===== config.mk =====
export PLATFORM = sky130hd
export DESIGN_NAME = arp_cache_table_with_aging_flat
export DESIGN_NICKNAME = d
export VERILOG_FILES = /design/src/arpc_pkg.sv /design/src/arpc_req_if.sv /design/src/arpc_rsp_if.sv /design/src/arpc_table_mem.sv /design/src/arpc_scan_ctrl.sv /design/src/arp_cache_table_with_aging.sv /design/src/flat_wrapper.sv
export SDC_FILE = /design/constraint.sdc
export NUM_CORES = 2
export LEC_CHECK = 0
export BUFFER_PORTS_ARGS = -buffer_cell sky130_fd_sc_hd__buf_2
export CORE_MARGIN = 10
export CORE_UTILIZATION = 67
export DETAILED_ROUTE_END_ITERATION = 10
export GPL_ROUTABILITY_DRIVEN = 1
export GPL_TIMING_DRIVEN = 1
export PLACE_DENSITY = 0.86
export SLEW_MARGIN = 0
export SYNTH_ARGS = -nofsm -noshare
export SYNTH_HDL_FRONTEND = slang
export SYNTH_SLANG_ARGS = --single-unit

===== constraint.sdc =====
create_clock -name clock -period 19.6 [get_ports clock]
set_input_delay 1.96 -clock clock [delete_from_list [all_inputs] [get_ports clock]]
set_output_delay 1.96 -clock clock [all_outputs]
set_load 0.05 [all_outputs]

===== src/arpc_pkg.sv =====
package arpc_pkg;

   localparam int TABLE_ENTRIES_DEF = 16;

   localparam int IP_W   = 32;
   localparam int MAC_W  = 48;
   localparam int TICK_W = 16;
   localparam int REQ_W  = 2;

   localparam logic [TICK_W-1:0] TIMEOUT_RESET = 16'd15;

   // request codes, the fourth code is unused and changes nothing
   localparam logic [REQ_W-1:0] REQ_LOOKUP = 2'd0;
   localparam logic [REQ_W-1:0] REQ_INSERT = 2'd1;
   localparam logic [REQ_W-1:0] REQ_TICK   = 2'd2;

   typedef struct packed {
      logic              valid;
      logic [IP_W-1:0]   ip;
      logic [MAC_W-1:0]  mac;
      logic [TICK_W-1:0] stamp;
   } entry_type;

   typedef struct packed {
      logic             hit;
      logic [MAC_W-1:0] mac_found;
      logic             stored;
   } res_type;

endpackage


===== src/arpc_req_if.sv =====
interface arpc_req_if;
   import arpc_pkg::*;

   logic             valid;
   logic             ready;
   logic [REQ_W-1:0] req_type;
   logic [IP_W-1:0]  ip_addr;
   logic [MAC_W-1:0] mac_addr;

   modport source (output valid, output req_type, output ip_addr, output mac_addr,
                   input ready);
   modport sink (input valid, input req_type, input ip_addr, input mac_addr,
                 output ready);
endinterface


===== src/arpc_rsp_if.sv =====
interface arpc_rsp_if;
   import arpc_pkg::*;

   logic             valid;
   logic             ready;
   logic             hit;
   logic [MAC_W-1:0] mac_found;
   logic             stored;

   modport source (output valid, output hit, output mac_found, output stored,
                   input ready);
   modport sink (input valid, input hit, input mac_found, input stored,
                 output ready);
endinterface


===== src/arpc_table_mem.sv =====
module arpc_table_mem #(
   parameter int DEPTH = arpc_pkg::TABLE_ENTRIES_DEF,
   parameter int IDX_W = (DEPTH > 1) ? $clog2(DEPTH) : 1
) (
   input  logic                clock,
   input  logic                rd_en,
   input  logic [IDX_W-1:0]    rd_addr,
   output arpc_pkg::entry_type rd_data,
   input  logic                wr_en,
   input  logic [IDX_W-1:0]    wr_addr,
   input  arpc_pkg::entry_type wr_data
);
   import arpc_pkg::*;

   entry_type mem [DEPTH];
   entry_type rd_data_ff;

   always_ff @(posedge clock) begin
      if (wr_en) begin
         mem[wr_addr] <= wr_data;
      end
   end

   always_ff @(posedge clock) begin
      if (rd_en) begin
         rd_data_ff <= mem[rd_addr];
      end
   end

   assign rd_data = rd_data_ff;

endmodule


===== src/arpc_scan_ctrl.sv =====
module arpc_scan_ctrl #(
   parameter int TABLE_ENTRIES = arpc_pkg::TABLE_ENTRIES_DEF,
   parameter int IDX_W = (TABLE_ENTRIES > 1) ? $clog2(TABLE_ENTRIES) : 1
) (
   input  logic                        clock,
   input  logic                        reset,
   arpc_req_if.sink                    req,
   input  logic [arpc_pkg::TICK_W-1:0] timeout,
   output logic                        res_valid,
   output arpc_pkg::res_type           res,
   input  logic                        res_take,
   output logic                        mem_rd_en,
   output logic [IDX_W-1:0]            mem_rd_addr,
   input  arpc_pkg::entry_type         mem_rd_data,
   output logic                        mem_wr_en,
   output logic [IDX_W-1:0]            mem_wr_addr,
   output arpc_pkg::entry_type         mem_wr_data
);
   import arpc_pkg::*;

   localparam int CNT_W = $clog2(TABLE_ENTRIES + 1);
   localparam logic [CNT_W-1:0] LAST_IDX = CNT_W'(TABLE_ENTRIES - 1);

   typedef enum logic [4:0] {
      ST_CLEAR = 5'b00001,
      ST_IDLE  = 5'b00010,
      ST_SCAN  = 5'b00100,
      ST_LAST  = 5'b01000,
      ST_DONE  = 5'b10000
   } state_type;

   state_type         state_ff, state_in;
   logic [CNT_W-1:0]  cnt_ff, cnt_in;
   logic              pend_ff, pend_in;
   logic [IDX_W-1:0]  pidx_ff, pidx_in;
   logic [TICK_W-1:0] now_ff, now_in;
   logic [REQ_W-1:0]  op_ff, op_in;
   logic [IP_W-1:0]   ip_ff, ip_in;
   logic [MAC_W-1:0]  mac_ff, mac_in;
   logic              hit_ff, hit_in;
   logic [MAC_W-1:0]  macf_ff, macf_in;
   logic              stored_ff, stored_in;
   logic [TICK_W-1:0] age;

   assign age = now_ff - mem_rd_data.stamp;

   always_comb begin
      state_in    = state_ff;
      cnt_in      = cnt_ff;
      pend_in     = 1'b0;
      pidx_in     = cnt_ff[IDX_W-1:0];
      now_in      = now_ff;
      op_in       = op_ff;
      ip_in       = ip_ff;
      mac_in      = mac_ff;
      hit_in      = hit_ff;
      macf_in     = macf_ff;
      stored_in   = stored_ff;
      req.ready   = 1'b0;
      res_valid   = 1'b0;
      mem_rd_en   = 1'b0;
      mem_rd_addr = cnt_ff[IDX_W-1:0];
      mem_wr_en   = 1'b0;
      mem_wr_addr = pidx_ff;
      mem_wr_data = mem_rd_data;

      // entry read in the previous cycle is checked and written back here
      if (pend_ff) begin
         case (op_ff)
            REQ_LOOKUP: begin
               if (mem_rd_data.valid && mem_rd_data.ip == ip_ff) begin
                  hit_in  = 1'b1;
                  macf_in = mem_rd_data.mac;
               end
            end
            REQ_INSERT: begin
               if (!mem_rd_data.valid && !stored_ff) begin
                  stored_in         = 1'b1;
                  mem_wr_en         = 1'b1;
                  mem_wr_data.valid = 1'b1;
                  mem_wr_data.ip    = ip_ff;
                  mem_wr_data.mac   = mac_ff;
                  mem_wr_data.stamp = now_ff;
               end
            end
            REQ_TICK: begin
               if (mem_rd_data.valid && age > timeout) begin
                  mem_wr_en         = 1'b1;
                  mem_wr_data.valid = 1'b0;
               end
            end
            default: begin
            end
         endcase
      end

      case (state_ff)
         ST_CLEAR: begin
            mem_wr_en   = 1'b1;
            mem_wr_addr = cnt_ff[IDX_W-1:0];
            mem_wr_data = '0;
            cnt_in      = cnt_ff + 1'b1;
            if (cnt_ff == LAST_IDX) begin
               state_in = ST_IDLE;
            end
         end
         ST_IDLE: begin
            req.ready = 1'b1;
            if (req.valid) begin
               op_in     = req.req_type;
               ip_in     = req.ip_addr;
               mac_in    = req.mac_addr;
               hit_in    = 1'b0;
               macf_in   = '0;
               stored_in = 1'b0;
               cnt_in    = '0;
               if (req.req_type == REQ_TICK) begin
                  now_in = now_ff + 1'b1;
               end
               state_in = ST_SCAN;
            end
         end
         ST_SCAN: begin
            mem_rd_en = 1'b1;
            pend_in   = 1'b1;
            cnt_in    = cnt_ff + 1'b1;
            if (cnt_ff == LAST_IDX) begin
               state_in = ST_LAST;
            end
         end
         ST_LAST: begin
            state_in = ST_DONE;
         end
         ST_DONE: begin
            res_valid = 1'b1;
            if (res_take) begin
               state_in = ST_IDLE;
            end
         end
         default: begin
            state_in = ST_IDLE;
         end
      endcase
   end

   assign res.hit       = hit_ff;
   assign res.mac_found = macf_ff;
   assign res.stored    = stored_ff;

   always_ff @(posedge clock) begin
      if (reset) begin
         state_ff <= ST_CLEAR;
         cnt_ff   <= '0;
         pend_ff  <= 1'b0;
         now_ff   <= '0;
      end else begin
         state_ff <= state_in;
         cnt_ff   <= cnt_in;
         pend_ff  <= pend_in;
         now_ff   <= now_in;
      end
   end

   always_ff @(posedge clock) begin
      pidx_ff   <= pidx_in;
      op_ff     <= op_in;
      ip_ff     <= ip_in;
      mac_ff    <= mac_in;
      hit_ff    <= hit_in;
      macf_ff   <= macf_in;
      stored_ff <= stored_in;
   end

endmodule


===== src/arp_cache_table_with_aging.sv =====
// channel  direction  contents
// req      in         req_type, ip_addr, mac_addr
// rsp      out        hit, mac_found, stored
// csr      in         timeout_ticks write (csr_wr_en, csr_wr_data)
//
// every request scans the whole table, one entry per cycle through the read port
// of the table memory; the next req is taken after the scan, last, done states.
// after reset a clearing pass writes every entry invalid, during which req.ready
// stays low. reset is synchronous, active high. a result waits in the rsp
// register; a stalled rsp holds the scan of the next request only when that one
// is done and the register is still full.
module arp_cache_table_with_aging #(
   parameter int TABLE_ENTRIES = arpc_pkg::TABLE_ENTRIES_DEF
) (
   input  logic                        clock,
   input  logic                        reset,
   arpc_req_if.sink                    req,
   arpc_rsp_if.source                  rsp,
   input  logic                        csr_wr_en,
   input  logic [arpc_pkg::TICK_W-1:0] csr_wr_data
);
   import arpc_pkg::*;

   localparam int IDX_W = (TABLE_ENTRIES > 1) ? $clog2(TABLE_ENTRIES) : 1;

   logic [TICK_W-1:0] timeout_ff;
   logic              rsp_valid_ff, rsp_valid_in;
   res_type           rsp_data_ff;

   logic              res_valid;
   res_type           res;
   logic              res_take;

   logic              mem_rd_en;
   logic [IDX_W-1:0]  mem_rd_addr;
   entry_type         mem_rd_data;
   logic              mem_wr_en;
   logic [IDX_W-1:0]  mem_wr_addr;
   entry_type         mem_wr_data;

   arpc_scan_ctrl #(
      .TABLE_ENTRIES (TABLE_ENTRIES),
      .IDX_W         (IDX_W)
   ) u_ctrl (
      .clock       (clock),
      .reset       (reset),
      .req         (req),
      .timeout     (timeout_ff),
      .res_valid   (res_valid),
      .res         (res),
      .res_take    (res_take),
      .mem_rd_en   (mem_rd_en),
      .mem_rd_addr (mem_rd_addr),
      .mem_rd_data (mem_rd_data),
      .mem_wr_en   (mem_wr_en),
      .mem_wr_addr (mem_wr_addr),
      .mem_wr_data (mem_wr_data)
   );

   arpc_table_mem #(
      .DEPTH (TABLE_ENTRIES),
      .IDX_W (IDX_W)
   ) u_mem (
      .clock   (clock),
      .rd_en   (mem_rd_en),
      .rd_addr (mem_rd_addr),
      .rd_data (mem_rd_data),
      .wr_en   (mem_wr_en),
      .wr_addr (mem_wr_addr),
      .wr_data (mem_wr_data)
   );

   // output register is free when empty or being drained this cycle
   assign res_take = !rsp_valid_ff || rsp.ready;

   always_comb begin
      rsp_valid_in = rsp_valid_ff;
      if (rsp.ready) begin
         rsp_valid_in = 1'b0;
      end
      if (res_valid && res_take) begin
         rsp_valid_in = 1'b1;
      end
   end

   always_ff @(posedge clock) begin
      if (reset) begin
         timeout_ff   <= TIMEOUT_RESET;
         rsp_valid_ff <= 1'b0;
      end else begin
         rsp_valid_ff <= rsp_valid_in;
         if (csr_wr_en) begin
            timeout_ff <= csr_wr_data;
         end
      end
   end

   always_ff @(posedge clock) begin
      if (res_valid && res_take) begin
         rsp_data_ff <= res;
      end
   end

   assign rsp.valid     = rsp_valid_ff;
   assign rsp.hit       = rsp_data_ff.hit;
   assign rsp.mac_found = rsp_data_ff.mac_found;
   assign rsp.stored    = rsp_data_ff.stored;

endmodule

===== src/flat_wrapper.sv =====
// flat-port wrapper written by rule: the top's interface ports become plain ports
module arp_cache_table_with_aging_flat import arpc_pkg::*;
#(
   parameter int TABLE_ENTRIES = arpc_pkg::TABLE_ENTRIES_DEF
)
  (clock, reset, csr_wr_en, csr_wr_data, req_valid, req_req_type, req_ip_addr, req_mac_addr, req_ready, rsp_valid, rsp_hit, rsp_mac_found, rsp_stored, rsp_ready);
  arpc_req_if req_i ();
  arpc_rsp_if rsp_i ();
  input  logic clock;
  input  logic reset;
  input  logic csr_wr_en;
  input  logic [arpc_pkg::TICK_W-1:0] csr_wr_data;
  input wire logic [$bits(req_i.valid)-1:0] req_valid;
  input wire logic [$bits(req_i.req_type)-1:0] req_req_type;
  input wire logic [$bits(req_i.ip_addr)-1:0] req_ip_addr;
  input wire logic [$bits(req_i.mac_addr)-1:0] req_mac_addr;
  output wire logic [$bits(req_i.ready)-1:0] req_ready;
  output wire logic [$bits(rsp_i.valid)-1:0] rsp_valid;
  output wire logic [$bits(rsp_i.hit)-1:0] rsp_hit;
  output wire logic [$bits(rsp_i.mac_found)-1:0] rsp_mac_found;
  output wire logic [$bits(rsp_i.stored)-1:0] rsp_stored;
  input wire logic [$bits(rsp_i.ready)-1:0] rsp_ready;
  assign req_i.valid = req_valid;
  assign req_i.req_type = req_req_type;
  assign req_i.ip_addr = req_ip_addr;
  assign req_i.mac_addr = req_mac_addr;
  assign req_ready = req_i.ready;
  assign rsp_valid = rsp_i.valid;
  assign rsp_hit = rsp_i.hit;
  assign rsp_mac_found = rsp_i.mac_found;
  assign rsp_stored = rsp_i.stored;
  assign rsp_i.ready = rsp_ready;
  arp_cache_table_with_aging #(.TABLE_ENTRIES(TABLE_ENTRIES)) u_core (.clock(clock), .reset(reset), .req(req_i), .rsp(rsp_i), .csr_wr_en(csr_wr_en), .csr_wr_data(csr_wr_data));
endmodule

==> qor.csv <==
stage;metric;value;unit
power;power.total;12.05;mW
route;ant_nets;0;
sta;slew_headroom;-3.753;%
place;portBuffers;154;
route;drc;0;
clocking;root_buffer;clkbuf_16;
global_routing;grt_max_degree;119;
route;highest_layer;met5;
place;dp_slack;12.35;ns
place;dpl-instance-area;74200;um2
power;power.net_switching;3.667;mW
floorplan;dieArea;120500;um2
floorplan;die_w;347.1;um
route;met3WireLength;28.26;mm
route;wl_met2;103.1;mm
clocking;cts_tree;done;
layout;fin_util;75.77;%
power;p_int;8.385;mW
outcome;outcome;complete, but fails checks;
sta;fmax;128.0;MHz
floorplan;core_area;105700;um2
layout;layout_common_cells;edfxtp_1, mux4_2, nand2_1;
clocking;ctsResizeCount;0;
sta;setup_tns;0;ns
synthesis;ys_types;55;
sta;hold_viol_final;0;
synthesis;synth_ff_type;edfxtp_1;
worst_setup_path;critPathArrivalTime;8.21;ns
clocking;clock_latency;0.81;ns
sta;fin_ws;11.79;ns
route;vias_per_cell;7.753;
route;vias;39680;
power;power.leakage;25.69;nW
global_routing;track_usage;35.38;%
synthesis;ys_seq_area_share;77.34;%
clocking;h-tree-depth;4;
clocking;cts_num_sinks;1879;
sta;setup_viol;0;
layout;design_area;80100;um2
synthesis;synthCells;3330;
layout;layout_commonest_cell;edfxtp_1;
clocking;cts-buffers-inserted;173;
clocking;clkTransAtPathRegs;0.06;ns
power;vdd_drop_max;0.1410;mV
layout;drive_above_1_share;27.19;%
global_routing;globalRouteOverflowTotal;0;
clocking;post-cts-setup-buffers;0;
job;drv_cap;2;
power;p_clk_share;29.4;%
worst_hold_path;hold_class;reg2reg;
layout;syn_to_final_growth;11.75;%
synthesis;synth_edf_count;1781;
floorplan;ios;155;
clocking;ctsHoldBuffers;0;
synthesis;async_reset_ff_share;0;%
global_routing;antenna_found_initial;20;
clocking;cts_max_path_buffers;3;
layout;layout.nets;3712;
sta;period_needed;7.811;ns
worst_setup_path;worstSetupEndpointType;register;
worst_setup_path;critPathMaxFanout;46;
synthesis;synth-seq-cells;1879;
sta;skew;0.07070;ns
power;pwr-share-comb;24.0;%
synthesis;synth_warnings;0;
floorplan;fp-row-count;119;
outcome;failed_checks;max-capacitance violations, max-slew violations;
place;hpwl;98.42;mm
floorplan;fp.dieH;347.1;um
route;wirelength;211.3;mm
global_routing;grt_pass1_wl;302.1;mm
worst_setup_path;crit_type;reg2reg;
worst_setup_path;critPathRequiredTime;20.00;ns
power;power_frac_seq;46.6;%
power;powerDensity;150.5;nW/um2
worst_setup_path;start_kind;register;
route;drt-met1-wl;64.92;mm
route;drt_iter0_markers;7657;
route;first_pass_iters;9;
route;wl_per_cell;41.29;um
sta;slew_viol_final;17;
synthesis;syn_area;71680;um2
power;switching_share;30.42;%
global_routing;grt_pass1_vias;39364;
sta;tightest_slew;1.556;ns
floorplan;start_util;67.81;%
sta;final.period_utilization;39.85;%
place;globalplace.congestion;0.8284;
synthesis;syn_area_per_cell;21.53;um2
synthesis;synth_fp_nets;3471;
sta;rsz0062_at_grt;false;
==> registers in the layout (all words and copies together), names as in the netlist, 2 cells and up <==
| register | count |
|---|---|
| u_core.u_ctrl.cnt_ff | 5 |
| u_core.u_mem.rd_data | 97 |
| u_core.u_ctrl.now_ff | 16 |
| u_core.u_ctrl.pidx_ff | 4 |
| u_core.u_ctrl.ip_ff | 32 |
| u_core.u_mem.mem | 1552 |
| u_core.u_ctrl.macf_ff | 48 |
| u_core.u_ctrl.op_ff | 2 |
| u_core.u_ctrl.mac_ff | 48 |
| u_core.rsp.mac_found | 48 |
| u_core.timeout_ff | 16 |
| u_core.u_ctrl.state_ff | 5 |
==> per-layer routing <==
metal | track usage [%] | vias to the layer above
li1 | - | 14182
met1 | 43.94 | 19851
met2 | 56.56 | 4586
met3 | 10.26 | 1043
met4 | 19.40 | 18
met5 | 0 | -
==> cell type report <==
cell class / count / area, um2
Timing Repair Buffer: 227 / 1351
Sequential cell: 1879 / 55450
Clock inverter: 99 / 1085
Tap cell: 1391 / 1740
Fill cell: 4842 / 25610
Multi-Input combinational cell: 1240 / 15550
Antenna cell: 9 / 22.52
Inverter: 50 / 205.2
Clock buffer: 223 / 4692
==> cells in the mapped netlist (all sizes together) (2+ instances only) <==
library cell	number	area share [%]
mux2i	62	0.87
dfxtp	98	2.7
a21o	6	0.063
o2111ai	3	0.037
buf	65	0.43
nand3	8	0.056
ha	37	0.65
nor3b	5	0.059
a2111o	2	0.031
and2	4	0.035
edfxtp	1781	75
nor4	12	0.13
xor2	30	0.37
inv	50	0.26
nor2	92	0.48
xnor2	25	0.31
nand2b	3	0.026
a31oi	12	0.10
or3	12	0.11
o211ai	5	0.052
mux4	485	15
nand2	220	1.2
nor3	23	0.17
a2111oi	3	0.037
nand4	14	0.14
o21a	4	0.042
and3	3	0.026
a21oi	130	0.91
o21bai	2	0.021
clkbuf	96	0.50
o21ai	15	0.10
nor2b	10	0.087
==> kinds of logic after synthesis <==
| logic type | synth area share [%] |
|---|---|
| compound gates | 1.492 |
| xor+xnor | 0.6720 |
| fa+ha+maj | 0.6737 |
| buf+inv | 1.196 |
| flops | 77.34 |
| mux | 16.10 |
| simple gates | 2.519 |
==> through the flow <==
| step | hold slack (ns) | cells |
|---|---|---|
| 6_report | 0.4398 | 5118 |
| 2_1_floorplan | 0.3529 | 3330 |
| 4_1_cts | 0.4381 | 5103 |
| 5_1_grt | 0.4507 | 5112 |
| 3_5_place_dp | 0.4197 | 4781 |
| 3_3_place_gp | 0.4118 | 4781 |
==> critical path, cell delays in order (launching register included) <==
cell,delay [ns]
dfxtp_1,0.39
inv_1,0.08
ha_1,0.23
fa_1,0.41
nor2b_1,0.18
o2111ai_1,0.17
a2111oi_0,0.74
nor2_1,0.13
o311ai_0,0.44
ha_1,0.22
nand4_1,0.20
a2111o_1,0.43
a31oi_1,0.62
nor2_1,0.31
nor4_2,1.19
buf_4,0.86
buf_4,0.80
==> power by group through the flow <==
stage | combinational [mW] | clock [mW] | sequential, mW
floorplan | 1.82 | 0 | 5.58
global placement | 2.49 | 0 | 5.58
detailed placement | 2.64 | 0 | 5.64
CTS | 2.79 | 3.53 | 5.60
global route | 2.98 | 3.67 | 5.63
finish | 2.89 | 3.54 | 5.62
==> worst paths after layout <==
kind,from,endpoint,slack [ns],cells after the start
setup reg to reg,u_core.u_ctrl.now_ff[0],u_core.u_mem.mem[8][58],11.79,16
hold / removal,u_core.u_ctrl.macf_ff[46],u_core.rsp.mac_found[46],0.44,0
setup / recovery,u_core.u_ctrl.now_ff[0],u_core.u_mem.mem[8][58],11.79,16
hold reg to reg,u_core.u_ctrl.macf_ff[46],u_core.rsp.mac_found[46],0.44,0
Power figures use the tool's default switching activity.
